**src/hdl/cdrs_pkg.sv**
```systemverilog
// ----------------------------------------------------------------------------
// C-SCAN scheduler package
// Field widths, register port constants and the sequencer state type.
// ----------------------------------------------------------------------------
package cdrs_pkg;

    localparam int TRK_W   = 16;   // track field width
    localparam int TOT_W   = 18;   // running movement width
    localparam int APB_AW  = 3;
    localparam int APB_DW  = 32;

    // paddr bit that selects a register beyond the single head register
    localparam int HEAD_SEL_BIT = 2;

    typedef enum logic [8:0] {
        S_IDLE      = 9'b000000001,
        S_INS_RD    = 9'b000000010,
        S_INS_CMP   = 9'b000000100,
        S_FIND_RD   = 9'b000001000,
        S_FIND_CMP  = 9'b000010000,
        S_EMIT_RD   = 9'b000100000,
        S_EMIT_CALC = 9'b001000000,
        S_WRAP      = 9'b010000000,
        S_OUT       = 9'b100000000
    } t_state;

endpackage

```
**src/hdl/cscan_disk_request_scheduler.sv**
```systemverilog
// ----------------------------------------------------------------------------
// C-SCAN disk request scheduler
// Collects a batch of track requests in sorted order, then emits the visit
// schedule: upper sweep ascending, wrap to track 0, lower sweep ascending.
// ----------------------------------------------------------------------------
// Load: a stored request walks down the sorted store, one read and one
//   compare per entry it moves past, and is written once it lands in its slot.
// Closing request: insertion, then a search for the first track above the
//   head, then a read, a calc and an output step per visit, a wrap step and
//   an output step for the wrap stop, plus output stalls.
// Ready only when idle. Sync active-low reset empties the batch, head = 0.
module cscan_disk_request_scheduler #(
    parameter int MAX_REQUESTS = 32,
    parameter int TRACK_BITS   = 16
) (
    input  logic                              i_clk,
    input  logic                              i_rst_n,
    input  logic                              i_valid,
    output logic                              o_ready,
    input  logic [cdrs_pkg::TRK_W-1:0]        i_track,
    input  logic                              i_last,
    output logic                              o_valid,
    input  logic                              i_ready,
    output logic [cdrs_pkg::TRK_W-1:0]        o_served_track,
    output logic                              o_wrap_stop,
    output logic [cdrs_pkg::TOT_W-1:0]        o_total_movement,
    output logic                              o_end_of_run,
    input  logic                              psel,
    input  logic                              penable,
    input  logic                              pwrite,
    input  logic [cdrs_pkg::APB_AW-1:0]       paddr,
    input  logic [cdrs_pkg::APB_DW-1:0]       pwdata,
    output logic [cdrs_pkg::APB_DW-1:0]       prdata,
    output logic                              pready
);

    localparam int KW    = (TRACK_BITS < cdrs_pkg::TRK_W) ? TRACK_BITS : cdrs_pkg::TRK_W;
    localparam int IDX_W = (MAX_REQUESTS > 1) ? $clog2(MAX_REQUESTS) : 1;
    localparam int CNT_W = $clog2(MAX_REQUESTS + 1);
    localparam logic [CNT_W-1:0] MAX_CNT = CNT_W'(MAX_REQUESTS);

    cdrs_pkg::t_state r_state, n_state;

    logic [CNT_W-1:0]           r_cnt, n_cnt;
    logic [CNT_W-1:0]           r_idx, n_idx;
    logic [CNT_W-1:0]           r_first, n_first;
    logic [KW-1:0]              r_new, n_new;
    logic                       r_last, n_last;
    logic                       r_upper, n_upper;
    logic [KW-1:0]              r_pos, n_pos;
    logic [cdrs_pkg::TOT_W-1:0] r_total, n_total;
    logic                       r_wrap, n_wrap;
    logic                       r_eor, n_eor;
    logic [cdrs_pkg::TRK_W-1:0] r_head;
    logic [KW-1:0]              r_rdata;

    // sorted request memory
    logic [KW-1:0]              mem [MAX_REQUESTS];
    logic                       w_we;
    logic [IDX_W-1:0]           w_waddr;
    logic [KW-1:0]              w_wdata;
    logic [IDX_W-1:0]           w_raddr;

    logic [KW-1:0]              w_start;
    logic [CNT_W-1:0]           w_idx_inc;
    logic [CNT_W-1:0]           w_idx_dec;
    logic [KW-1:0]              w_diff;
    logic [KW-1:0]              w_addend;
    logic [cdrs_pkg::TOT_W-1:0] w_sum;
    logic                       w_cfg_wr;

    assign w_start   = r_head[KW-1:0];
    assign w_idx_inc = r_idx + 1'b1;
    assign w_idx_dec = r_idx - 1'b1;

    // shared movement unit: |pos - track| on a visit, pos itself on the wrap
    assign w_diff   = (r_pos > r_rdata) ? (r_pos - r_rdata) : (r_rdata - r_pos);
    assign w_addend = (r_state == cdrs_pkg::S_WRAP) ? r_pos : w_diff;
    assign w_sum    = r_total + cdrs_pkg::TOT_W'(w_addend);

    always_comb begin
        n_state = r_state;
        n_cnt   = r_cnt;
        n_idx   = r_idx;
        n_first = r_first;
        n_new   = r_new;
        n_last  = r_last;
        n_upper = r_upper;
        n_pos   = r_pos;
        n_total = r_total;
        n_wrap  = r_wrap;
        n_eor   = r_eor;
        w_we    = 1'b0;
        w_waddr = r_idx[IDX_W-1:0];
        w_wdata = r_new;
        w_raddr = r_idx[IDX_W-1:0];
        case (r_state)
            cdrs_pkg::S_IDLE: begin
                if (i_valid) begin
                    n_new  = i_track[KW-1:0];
                    n_last = i_last;
                    if (r_cnt < MAX_CNT) begin
                        n_idx   = r_cnt;
                        n_state = cdrs_pkg::S_INS_RD;
                    end else if (i_last) begin
                        // store full: item dropped, but it still closes the batch
                        n_idx   = '0;
                        n_state = cdrs_pkg::S_FIND_RD;
                    end
                end
            end
            cdrs_pkg::S_INS_RD: begin
                if (r_idx == '0) begin
                    w_we    = 1'b1;
                    n_cnt   = r_cnt + 1'b1;
                    n_idx   = '0;
                    n_state = r_last ? cdrs_pkg::S_FIND_RD : cdrs_pkg::S_IDLE;
                end else begin
                    w_raddr = w_idx_dec[IDX_W-1:0];
                    n_state = cdrs_pkg::S_INS_CMP;
                end
            end
            cdrs_pkg::S_INS_CMP: begin
                w_we = 1'b1;
                if (r_rdata > r_new) begin
                    // shift the larger entry up one slot
                    w_wdata = r_rdata;
                    n_idx   = w_idx_dec;
                    n_state = cdrs_pkg::S_INS_RD;
                end else begin
                    n_cnt   = r_cnt + 1'b1;
                    n_idx   = '0;
                    n_state = r_last ? cdrs_pkg::S_FIND_RD : cdrs_pkg::S_IDLE;
                end
            end
            cdrs_pkg::S_FIND_RD: begin
                n_pos   = w_start;
                n_total = '0;
                if (r_idx == r_cnt) begin
                    // nothing above the head: straight to the wrap
                    n_first = r_cnt;
                    n_upper = 1'b0;
                    n_state = cdrs_pkg::S_WRAP;
                end else begin
                    n_state = cdrs_pkg::S_FIND_CMP;
                end
            end
            cdrs_pkg::S_FIND_CMP: begin
                if (r_rdata > w_start) begin
                    n_first = r_idx;
                    n_upper = 1'b1;
                    n_state = cdrs_pkg::S_EMIT_RD;
                end else begin
                    n_idx   = w_idx_inc;
                    n_state = cdrs_pkg::S_FIND_RD;
                end
            end
            cdrs_pkg::S_EMIT_RD: begin
                n_state = cdrs_pkg::S_EMIT_CALC;
            end
            cdrs_pkg::S_EMIT_CALC: begin
                n_total = w_sum;
                n_pos   = r_rdata;
                n_wrap  = 1'b0;
                n_eor   = !r_upper && (w_idx_inc == r_first);
                n_state = cdrs_pkg::S_OUT;
            end
            cdrs_pkg::S_WRAP: begin
                n_total = w_sum;
                n_pos   = '0;
                n_wrap  = 1'b1;
                n_eor   = (r_first == '0);
                n_state = cdrs_pkg::S_OUT;
            end
            cdrs_pkg::S_OUT: begin
                if (i_ready) begin
                    if (r_eor) begin
                        n_cnt   = '0;
                        n_state = cdrs_pkg::S_IDLE;
                    end else if (r_wrap) begin
                        n_idx   = '0;
                        n_upper = 1'b0;
                        n_state = cdrs_pkg::S_EMIT_RD;
                    end else if (r_upper && (w_idx_inc == r_cnt)) begin
                        n_state = cdrs_pkg::S_WRAP;
                    end else begin
                        n_idx   = w_idx_inc;
                        n_state = cdrs_pkg::S_EMIT_RD;
                    end
                end
            end
            default: begin
                n_state = cdrs_pkg::S_IDLE;
            end
        endcase
    end

    always_ff @(posedge i_clk) begin
        if (!i_rst_n) begin
            r_state <= cdrs_pkg::S_IDLE;
            r_cnt   <= '0;
        end else begin
            r_state <= n_state;
            r_cnt   <= n_cnt;
        end
    end

    always_ff @(posedge i_clk) begin
        r_idx   <= n_idx;
        r_first <= n_first;
        r_new   <= n_new;
        r_last  <= n_last;
        r_upper <= n_upper;
        r_pos   <= n_pos;
        r_total <= n_total;
        r_wrap  <= n_wrap;
        r_eor   <= n_eor;
    end

    always_ff @(posedge i_clk) begin
        if (w_we) begin
            mem[w_waddr] <= w_wdata;
        end
        r_rdata <= mem[w_raddr];
    end

    // register port: one head register at byte address 0
    assign w_cfg_wr = psel && penable && pwrite && pready && !paddr[cdrs_pkg::HEAD_SEL_BIT];

    always_ff @(posedge i_clk) begin
        if (!i_rst_n) begin
            r_head <= '0;
        end else if (w_cfg_wr) begin
            r_head <= pwdata[cdrs_pkg::TRK_W-1:0];
        end
    end

    assign pready = 1'b1;
    assign prdata = paddr[cdrs_pkg::HEAD_SEL_BIT] ? '0 : cdrs_pkg::APB_DW'(r_head);

    assign o_ready          = (r_state == cdrs_pkg::S_IDLE);
    assign o_valid          = (r_state == cdrs_pkg::S_OUT);
    assign o_served_track   = cdrs_pkg::TRK_W'(r_pos);
    assign o_wrap_stop      = r_wrap;
    assign o_total_movement = r_total;
    assign o_end_of_run     = r_eor;

endmodule

```
**config.mk**
```make
export PLATFORM = sky130hd
export DESIGN_NAME = cscan_disk_request_scheduler
export DESIGN_NICKNAME = d
export VERILOG_FILES = /design/src/hdl/cdrs_pkg.sv /design/src/hdl/cscan_disk_request_scheduler.sv
export SDC_FILE = /design/constraint.sdc
export NUM_CORES = 1
export LEC_CHECK = 0
export ABC_AREA = 1
export BUFFER_PORTS_ARGS = -buffer_cell sky130_fd_sc_hd__buf_4
export CAP_MARGIN = 20
export CORE_ASPECT_RATIO = 0.5
export CORE_MARGIN = 1
export CORE_UTILIZATION = 45
export DETAILED_ROUTE_END_ITERATION = 12
export PLACE_DENSITY = 0.6
export SLEW_MARGIN = 20
export SYNTH_ARGS = -nofsm -noshare
export SYNTH_HDL_FRONTEND = slang
export SYNTH_SLANG_ARGS = --single-unit
```
**constraint.sdc**
```tcl
create_clock -name i_clk -period 5.2 [get_ports i_clk]
set_input_delay 1.04 -clock i_clk [delete_from_list [all_inputs] [get_ports i_clk]]
set_output_delay 1.04 -clock i_clk [all_outputs]
set_load 0.01 [all_outputs]
```
==> key figures, run 1 <==
Die
  – I/O pin total: 130
  – Die ar.: about 0.071 mm2
  – Site Rows: between 60 and 70
  – Core ar.: just under 0.07 mm2
  – Die W: approximately 380 um
  – Die Ht: between 150 and 200 um
  – Starting Density: between 40% and 50%

Synthesis
  – Ys Warns: 0
  – Mapped Area: between 0.03 and 0.04 mm2
  – Post-Synth XOR/XNOR Area: 1.34%
  – Sequential element share of the synthesized area: about three fifths
  – Mux contribution to synthesized area: 0%
  – Simple-gate share of the synthesized area: between 20% and 30%
  – Yosys cell types: 47
  – Avg Inst Size Synth: 9.31 um2
  – Most used flip-flop cell after synthesis: edfxtp_1
  – Yosys reg bits: approximately 630
  – Cells after Synth: 3366
  – Ys async rst share: 0%
  – Combinational family with the most area after synthesis: simple AND/OR/NAND/NOR gates
  – Post-synth EDFFs: approximately 580
  – Post-synthesis compound-gate area fraction: roughly 4.4%
  – Post-synthesis adder-cell area fraction: under 10%

STA
  – Period utilization: approximately nine tenths
  – RSZ-0062 raised after global routing: false
  – Setup violations, final: 0
  – Crit path time final: around 4.7 ns
  – Worst slew pin tran: 0.967 ns
  – Peak Freq: ~0.21 GHz
  – Final worst slack: just under 0.5 ns
  – Worst Clk Skew: between 0.04 and 0.05 ns
  – Fin. max-slew vios: 0
  – Final hold vios: 0
  – Rel. slew slack: between 30% and 40%
  – Setup TNS: 0 ns

GRT
  – Number of global-route vias before repair: between 20000 and 25000
  – Largest net degree at the start of global routing: 129
  – Grt total ovfl: 0
  – Antenna violations before repair: 1
  – Tot GR Track Use: between 20% and 30%
  – First-pass GRT wire length: ~130000 um

CTS
  – Longest Clk Path Bufs: 3
  – CTS tree: built
  – Post-CTS Resized: 0
  – Clock Tree Root: clkbuf_16
  – Clock insertion delay at the later pin of the skew report: 0.67 ns
  – # Post-CTS Setup Buffers: 0
  – Htree depth: 2
  – CTS hold repair buffers: 0
  – Worst-path clk slew: 0.06 ns
  – CTS sink cnt: between 600 and 700
  – CTS Buf Count: between 50 and 60

Hold path
  – Hold endpoint: r_head[12]
  – Min-delay src: r_head[12]
  – Hold Crit Depth: 2
  – Hold Path Class: register to register

Run
  – Max-cap violations: 0

Setup path
  – Reg2reg start: o_served_track[13]
  – CP Data Required Time: 5.60 ns
  – Crit-path max FO: 7
  – FF-to-FF setup slack: 0.49 ns
  – CP Data Arrival Time: slightly above 5 ns
  – WS Path Type: register to register
  – CP endpoint kind: register
  – Worst R2R Path Depth: 24
  – Worst Setup Start Kind: register
  – RR Endpoint: o_total_movement[14]

Power
  – Leakage Power: 15.3 nW
  – Worst vdd ir: about 0.42 mV
  – Design Power: between 15 and 20 mW
  – PwrDens: 512 mW/mm2

Detailed routing
  – Routed vias/inst: approximately 5.2
  – Total number of vias: ~23000
  – Iteration-0 DRC Markers: 2093
  – Routed WL: roughly 87000 um
  – Avg WL per Cell: about 20 um
  – DRC viols: 0
  – Antenna Nets Post-Route: 0
  – Drt pass-1 iters: 5

Place
  – Final HPWL from detailed placement: between 50000 and 60000 um
  – Dpl ws: 0.520 ns
  – GPL Wtd Cong: approximately 0.9
  – I/O Buffers: 94

Cells and area
  – Layout Nets: ~3600
  – Area grow syn2layout: 11.9%
  – Number of diodes: 0
  – FILL cells: approximately 6100
  – Layout cells sized above 1: ~8.6%

Outcome
  – Outcome: finished, final reports clean
[through the flow]
| step | hold WS (ns) | std cells | area (um2) | util (%) |
|---|---|---|---|---|
| floorplan | 0.469 | 3381 | 31400 | - |
| global placement | 0.520 | 4294 | 33200 | 48.9 |
| detailed placement | 0.527 | 4294 | 33200 | 48.9 |
| CTS | 0.536 | 4402 | 35000 | 51.6 |
| global route | 0.542 | 4402 | 35000 | 51.6 |
| finish | 0.538 | 4402 | 35000 | 51.6 |
[synthesized netlist by cell type (3+ instances only)]
cell type	number	area (um2)
nor3_1	10	50.1
buf_1	8	30.0
nand3b_1	48	360
xor2_1	41	359
or2_2	9	56.3
nor2_1	139	522
nor2_2	4	25.0
fa_1	3	60.1
nand2_2	3	18.8
buf_4	30	225
a21oi_1	109	546
o21bai_1	8	60.1
clkbuf_1	58	218
edfxtp_1	578	17400
nor4_1	3	18.8
o22ai_2	3	37.5
nand4_1	11	68.8
inv_1	653	2450
dfxtp_1	47	941
ha_1	85	1060
o221ai_1	4	35.0
buf_2	65	325
o22ai_1	21	131
a21o_1	4	30.0
nand3_1	573	2870
o21a_1	3	22.5
o21ai_0	87	435
xnor2_1	7	61.3
nand2_1	726	2730
[worst max-delay path by stage]
stage                             startpoint  slack [ns]  cells after the start                    to
after floorplan            o_served_track[0]        1.40                     23  o_total_movement[15]
after CTS                 o_served_track[13]        0.50                     24  o_total_movement[14]
final                     o_served_track[13]        0.49                     24  o_total_movement[14]
after detailed placement  o_served_track[13]        0.52                     24  o_total_movement[14]
after global routing      o_served_track[13]        0.03                     24  o_total_movement[14]
after global placement    o_served_track[13]        0.55                     24  o_total_movement[14]
[worst max-delay path, cell delays in order, from the launching register on]
cell,delay (ns)
edfxtp_1,0.43
inv_1,0.06
ha_1,0.40
inv_1,0.13
o21ai_0,0.27
inv_1,0.06
o21ai_0,0.15
nand2_1,0.10
nand3_1,0.09
nand2_1,0.22
inv_1,0.18
nand2_1,0.07
a31oi_1,0.22
inv_1,0.09
fa_1,0.37
inv_1,0.09
nand2_1,0.06
o21ai_0,0.27
a21oi_1,0.17
o21ai_0,0.45
a21oi_1,0.19
o21bai_1,0.20
nand2_1,0.07
nand2_1,0.06
nor2_1,0.05
[state kept, by name (all words and copies together), names as in the netlist, 6 cells and up]
name / cells
r_rdata: 16
r_new: 16
r_head: 16
r_state: 9
mem: 512
o_served_track: 16
r_idx: 6
r_cnt: 6
o_total_movement: 18
r_first: 6
[cells by family (layout without fill, tap and decap cells)]
kind of cell	after synthesis	count (layout)
other	2	17
and+or+nand+nor	1534	1534
AOI/OAI and AO/OA	250	250
adders and majority gates	88	88
xor gates and xnor gates	48	48
buffers and inverters	819	943
DFF	625	625
[area by class of cell]
cell class	instances	area (um2)	area share, %
clock buffers	78	1540	4.39
clock inverters	30	289	0.825
inverters	657	2470	7.04
multi-input cells	1937	9920	28.3
flip-flops and latches	625	18300	52.2
well taps	897	1120	3.20
repair buffers	178	1400	3.99
[per-layer routing]
metal / part of all wire [%] / wire length (um) / track usage (%)
met4: 2.0 / 1720 / 5.87
met2: 44 / 38500 / 38.2
met5: 0 / 0 / 0
met1: 45 / 39500 / 35.3
met3: 8.5 / 7380 / 5.70
[cell usage in the layout (no fill, tap or decap), drive strengths merged, types with 2 or more instances in the layout]
cell,n
a21boi,2
a21o,4
a21oi,109
a31oi,2
buf,178
bufinv,4
clkbuf,78
clkinv,27
clkinvlp,2
conb,17
dfxtp,47
edfxtp,578
fa,3
ha,85
inv,654
nand2,729
nand3,575
nand3b,48
nand4,12
nor2,145
nor3,10
nor3b,2
nor4,3
o21a,3
o21ai,89
o21bai,8
o221ai,4
o22ai,24
or2,9
xnor2,7
xor2,41
[power by group]
part | internal (mW) | switching, mW | total (mW)
Combinational | 2.32 | 5.45 | 7.77
Clock | 2.28 | 1.92 | 4.19
Sequential | 5.79 | 0.189 | 5.97
Power figures use the tool's default switching activity.
==> inputs of run 2 (changes only) <==
CTS_BUF_LIST = sky130_fd_sc_hd__clkbuf_16   (was unset)
==> run 2 against run 1 <==
First-iteration DRC count fell by 4.7%. Global-route usage barely moved. Via count is 0.13% higher. Routed wire length hardly changed. Sequential share of layout area hardly changed. Largest power group unchanged. Sequential power about the same. Critical endpoint is now o_total_movement[10].
==> key figures, run 2 (same netlist as run 1, synthesis figures left out) <==
Power
  – Design Power: 17.9 mW (-0.32%)
  – Worst vdd ir: 0.422 mV (about the same)
  – PwrDens: 510 mW/mm2 (-0.31%)
  – Leakage Power: 15.4 nW (+0.48%)

Setup path
  – WS Path Type: register to register
  – Crit-path max FO: 7 (unchanged)
  – CP Data Required Time: 5.59 ns (about the same)
  – Worst Setup Start Kind: register
  – CP Data Arrival Time: 5.11 ns (about the same)
  – CP endpoint kind: register

Cells and area
  – FILL cells: 6147 (-0.016%)
  – Most common cell after layout, fill and taps aside: nand2_1
  – Layout cells sized above 1: 8.53% (-0.029 points)
  – Post-route insts no fill: 4405 (+0.068%)
  – Layout Nets: 3603 (unchanged)
  – Biggest register: mem
  – Max reg flops: 512 (unchanged)
  – Area grow syn2layout: 11.8% (about the same)
  – Commonest non-fill, non-tap cells in the layout: nand2_1, inv_1, edfxtp_1

Die
  – Die W: 375 um (unchanged)
  – Starting Density: 46.1% (unchanged)
  – Core ar.: 0.0679 mm2 (unchanged)
  – Die Ht: 189 um (unchanged)
  – Die ar.: 0.0707 mm2 (unchanged)
  – I/O pin total: 130 (unchanged)
  – Site Rows: 67 (unchanged)

STA
  – Fin. max-slew vios: 0 (unchanged)
  – Peak Freq: 0.212 GHz (-0.33%)
  – Final hold vios: 0 (unchanged)
  – Crit path time final: 4.72 ns (+0.0158 ns)
  – Period utilization: 90.9% (+0.30 points)
  – Rel. slew slack: 35.7% (+0.14 points)
  – Worst slew pin tran: 0.965 ns (-0.00216 ns)
  – Setup violations, final: 0 (unchanged)
  – Final worst slack: 0.475 ns (-0.0158 ns)
  – Setup TNS: 0 ns (unchanged)
  – Worst Clk Skew: 0.0509 ns (+0.00245 ns)
  – RSZ-0062 raised after global routing: false

Detailed routing
  – Drt pass-1 iters: 5 (unchanged)
  – Antenna Nets Post-Route: 0 (unchanged)
  – Routed vias/inst: 5.20 (about the same)
  – Routed WL: 87100 um (about the same)
  – DRC viols: 0 (unchanged)
  – Iteration-0 DRC Markers: 1995 (-4.7%)
  – Avg WL per Cell: 19.8 um (about the same)
  – Total number of vias: 22900 (+0.13%)

GRT
  – Grt total ovfl: 0 (unchanged)
  – Antenna violations before repair: 1 (unchanged)
  – First-pass GRT wire length: 131000 um (about the same)
  – Largest net degree at the start of global routing: 129 (unchanged)
  – Number of global-route vias before repair: 21700 (+0.0092%)
  – Tot GR Track Use: 24.7% (about the same)

CTS
  – Longest Clk Path Bufs: 3 (unchanged)
  – Worst-path clk slew: 0.06 ns (about the same)
  – CTS sink cnt: 625 (unchanged)
  – Htree depth: 2 (unchanged)
  – CTS Buf Count: 57 (unchanged)
  – Clock Tree Root: clkbuf_16
  – # Post-CTS Setup Buffers: 0 (unchanged)
  – Clock insertion delay at the later pin of the skew report: 0.67 ns (about the same)
  – CTS tree: built
  – CTS hold repair buffers: 0 (unchanged)
  – Post-CTS Resized: 0 (unchanged)

Run
  – Max-cap violations: 0 (unchanged)

Outcome
  – Outcome: finished, final reports clean

Place
  – Final HPWL from detailed placement: 54700 um (unchanged)
  – GPL Wtd Cong: 0.883 (unchanged)
  – I/O Buffers: 94 (unchanged)
  – Dpl ws: 0.520 ns (unchanged)
  – DP Cell Count: 4294 (unchanged)

Hold path
  – Hold Path Class: register to register
run 2: cell count changes in the layout (fill, tap and decap cells not counted):
cell and delta:
clkbuf_1 -19, inv_1 +19, diode_2 +3, clkbuf_8 -1, clkinv_1 +1
run 2: where the power goes:
| part | total, mW | switching [mW] | internal, mW |
|---|---|---|---|
| clock | 4.14 | 1.92 | 2.22 |
| sequential | 5.97 | 0.189 | 5.79 |
| combinational | 7.76 | 5.44 | 2.32 |
| total | 17.9 | 7.55 | 10.3 |
run 2: worst max-delay path, cell delays in order, from the launching register on:
cell and delay, ns:
edfxtp_1 0.43, inv_1 0.06, ha_1 0.40, inv_1 0.13, o21ai_0 0.28, inv_1 0.06
o21ai_0 0.15, nand2_1 0.10, nand3_1 0.09, nand2_1 0.23, inv_1 0.19, nand2_1 0.07
a31oi_1 0.21, inv_1 0.09, fa_1 0.37, inv_1 0.09, nand2_1 0.06, o21ai_0 0.27
a21oi_1 0.17, o21ai_0 0.45, inv_1 0.13, o21ai_0 0.24, or2_2 0.15, a21oi_1 0.05
run 2: worst paths after layout:
kind,slack (ns),to,cells after the start,startpoint
max,0.48,o_total_movement[10],23,o_served_track[13]
min,0.54,r_head[12],2,r_head[12]
max reg2reg,0.48,o_total_movement[10],23,o_served_track[13]
min reg2reg,0.54,r_head[12],2,r_head[12]
run 2: layout make-up:
cell class	instances	area, um2	area share, %
flip-flops and latches	625	18300	52.2
multi-input cells	1937	9920	28.3
inverters	657	2470	7.04
clock buffers	58	1450	4.14
repair buffers	178	1400	3.99
well taps	897	1120	3.20
clock inverters	50	364	1.04
diodes	3	7.51	0.0214
run 2: metal layers:
layer / vias up / GRT usage, % / part of all wire [%]
met5: - / 0 / 0
met4: 0 / 5.87 / 1.9
met3: 114 / 5.70 / 8.5
met2: 746 / 38.2 / 44
met1: 10900 / 35.3 / 45
li1: 11200 / - / -
run 2: stage by stage:
| step | instance area (um2) | utilization [%] | hold WS (ns) |
|---|---|---|---|
| floorplan | 31400 | - | 0.469 |
| global placement | 33200 | 48.9 | 0.520 |
| detailed placement | 33200 | 48.9 | 0.527 |
| CTS | 35000 | 51.6 | 0.536 |
| global route | 35000 | 51.6 | 0.542 |
| finish | 35000 | 51.6 | 0.536 |
==> inputs of run 3 (changes only) <==
CELL_PAD_IN_SITES_DETAIL_PLACEMENT = 1   (was unset)
CELL_PAD_IN_SITES_GLOBAL_PLACEMENT = 2   (was unset)
CORE_UTILIZATION = 40   (was 45)
GPL_ROUTABILITY_DRIVEN = 0   (was unset)
PLACE_DENSITY = 0.79   (was 0.6)
==> run 3 against run 2 <==
Combinational power is 5.5% higher. Cell count is 3.4% higher. Power is 5.2% higher. Die area is 12% higher. Non-clock buffer count is 9 higher. Fmax is 2.9% higher. Highest routed layer unchanged. Utilization is 5.6 points lower. Critical path depth stayed put. Register-to-register slack better by 0.13 ns. Design area is 1.6% higher.
==> key figures, run 3 (same netlist as run 1, synthesis figures left out) <==
Setup path
  – CP endpoint kind: register
  – CP Data Arrival Time: 4.99 ns (-0.12 ns)
  – CP Data Required Time: 5.59 ns (about the same)
  – Worst R2R Path Depth: 23 (unchanged)
  – RR Endpoint: o_total_movement[10]
  – Crit-path max FO: 13 (+6)
  – Reg2reg start: o_served_track[7]
  – FF-to-FF setup slack: 0.61 ns (+0.13 ns)
  – WS Path Type: register to register
  – Worst Setup Start Kind: register

Hold path
  – Hold endpoint: r_head[1]
  – Hold Crit Depth: 2 (unchanged)
  – Min-delay src: r_head[1]
  – Hold Path Class: register to register

Die
  – Site Rows: 72 (+7.5%)
  – Core ar.: 0.0774 mm2 (+14%)
  – Die Ht: 200 um (+6.0%)
  – Starting Density: 40.5% (-5.7 points)
  – Die ar.: 0.0795 mm2 (+12%)
  – I/O pin total: 130 (unchanged)
  – Die W: 398 um (+6.0%)

GRT
  – Number of global-route vias before repair: 23800 (+9.5%)
  – Antenna violations before repair: 1 (unchanged)
  – GRT met3 Usage: 3.24% (-2.5 points)
  – Grt total ovfl: 0 (unchanged)
  – Largest net degree at the start of global routing: 106 (-18%)
  – Tot GR Track Use: 24.9% (+0.15 points)
  – Met1 Usage GRT: 35.3% (about the same)
  – GR peak layer: met2
  – First-pass GRT wire length: 148000 um (+12%)
  – Met2 Use GR: 41.0% (+2.8 points)

CTS
  – Htree depth: 2 (unchanged)
  – Worst-path clk slew: 0.07 ns (about the same)
  – Clock insertion delay at the later pin of the skew report: 0.68 ns (about the same)
  – CTS sink cnt: 625 (unchanged)
  – CTS tree: built
  – CTS hold repair buffers: 0 (unchanged)
  – # Post-CTS Setup Buffers: 0 (unchanged)
  – CTS Buf Count: 59 (+3.5%)
  – Clock Tree Root: clkbuf_16
  – Post-CTS Resized: 0 (unchanged)
  – Longest Clk Path Bufs: 3 (unchanged)

STA
  – Fin. max-slew vios: 0 (unchanged)
  – Crit path time final: 4.59 ns (-0.132 ns)
  – Period utilization: 88.3% (-2.5 points)
  – Peak Freq: 0.218 GHz (+2.9%)
  – Setup TNS: 0 ns (unchanged)
  – Setup violations, final: 0 (unchanged)
  – Worst Clk Skew: 0.0406 ns (-0.0103 ns)
  – Worst slew pin tran: 1.09 ns (+0.129 ns)
  – Final hold vios: 0 (unchanged)
  – Rel. slew slack: 27.1% (-8.6 points)
  – RSZ-0062 raised after global routing: false

Run
  – Max-cap violations: 0 (unchanged)

Power
  – Worst vdd ir: 0.414 mV (-2.0%)
  – PwrDens: 528 mW/mm2 (+3.6%)
  – Seq pwr share: 31.7% (-1.7 points)
  – Internal power: 10.8 mW (+4.7%)
  – Switching Share: 42.5% (+0.30 points)
  – Clk pwr share: 24.7% (+1.5 points)
  – Design Power: 18.8 mW (+5.2%)
  – P_sw: 8.00 mW (+6.0%)
  – Leakage Power: 15.6 nW (+0.93%)
  – Combinational cell fraction of total power: 43.5% (about the same)

Detailed routing
  – DRC viols: 0 (unchanged)
  – Antenna Nets Post-Route: 0 (unchanged)
  – Total number of vias: 23900 (+4.3%)
  – Iteration-0 DRC Markers: 1872 (-6.2%)
  – Avg WL per Cell: 21.7 um (+9.6%)
  – Routed vias/inst: 5.24 (+0.85%)
  – Drt pass-1 iters: 7 (+2)
  – Routed WL: 98800 um (+13%)

Cells and area
  – Biggest register: mem
  – Final core utilization: 46.0% (-5.6 points)
  – Commonest non-fill, non-tap cells in the layout: nand2_1, inv_1, edfxtp_1
  – Most common cell after layout, fill and taps aside: nand2_1
  – Area grow syn2layout: 13.6%
  – Layout Nets: 3614 (+0.31%)
  – Post-route insts no fill: 4554 (+3.4%)
  – Layout cells sized above 1: 9.04% (+0.51 points)
  – Max reg flops: 512 (unchanged)

Place
  – DP Cell Count: 4442 (+3.4%)
  – I/O Buffers: 94 (unchanged)
  – Final HPWL from detailed placement: 64700 um (+18%)

Outcome
  – Outcome: finished, final reports clean
run 3: changes by cell type in the layout (fill, tap and decap cells not counted), moves of 3 or more:
| cell | before | now |
|---|---|---|
| bufinv_16 | 4 | 11 |
| clkinv_2 | 10 | 7 |
| buf_4 | 173 | 177 |
| inv_1 | 672 | 662 |
| buf_12 | 5 | 10 |
run 3: area by class of cell:
type                       instances  area [um2]
antenna                            2        5.00
timing repair buffer             187        1530
tap                             1036        1300
sequential                       625       18300
multi-input combinational       1937        9940
clock buffer                      59        1480
inverter                         657        2470
fill                            8851       41800
clock inverter                    51         579
run 3: critical path, cell delays in order, from the launching register on:
cell      delay [ns]
edfxtp_1        0.38
inv_1           0.10
ha_1            0.41
nand2_1         0.14
nor2_1          0.30
nand2_1         0.10
nand3_1         0.14
nand2_1         0.07
nand3_1         0.09
nand2_1         0.15
inv_1           0.12
buf_4           0.22
nand2_1         0.08
a21oi_1         0.12
a21oi_1         0.08
ha_1            0.33
inv_1           0.06
o21ai_0         0.29
a21oi_1         0.17
o21ai_0         0.38
inv_1           0.13
o21ai_0         0.26
or2_2           0.16
a21oi_1         0.05
run 3: worst max-delay path by stage:
stage / from / end / slack [ns]
after global routing: o_served_track[2] / o_total_movement[10] / 0.08
after detailed placement: o_served_track[0] / o_total_movement[10] / 0.59
after CTS: o_served_track[0] / o_total_movement[10] / 0.56
final: o_served_track[7] / o_total_movement[10] / 0.61
after floorplan: o_served_track[0] / o_total_movement[15] / 1.40
after global placement: o_served_track[0] / o_total_movement[14] / 0.67
run 3: routing by layer:
metal / share of wire, % / up-vias
li1: - / 11200
met1: 47 / 12000
met2: 46 / 551
met3: 5.3 / 102
met4: 1.5 / 0
met5: 0 / -
run 3: stage by stage:
stage / hold slack (ns) / instance area [um2] / setup slack [ns]
6_report: 0.519 / 35600 / 0.607
5_1_grt: 0.548 / 35600 / 0.0754
4_1_cts: 0.522 / 35600 / 0.559
3_5_place_dp: 0.511 / 33500 / 0.592
3_3_place_gp: 0.507 / 33500 / 0.674
2_1_floorplan: 0.469 / 31400 / 1.40
run 3: power by group through the flow:
stage | combinational [mW] | sequential, mW | clock (mW)
after detailed placement | 8.16 | 6.08 | 0
after global routing | 9.04 | 5.98 | 4.93
after CTS | 8.21 | 5.97 | 4.75
after global placement | 8.01 | 6.07 | 0
after floorplan | 5.27 | 5.99 | 0
final | 8.19 | 5.97 | 4.65
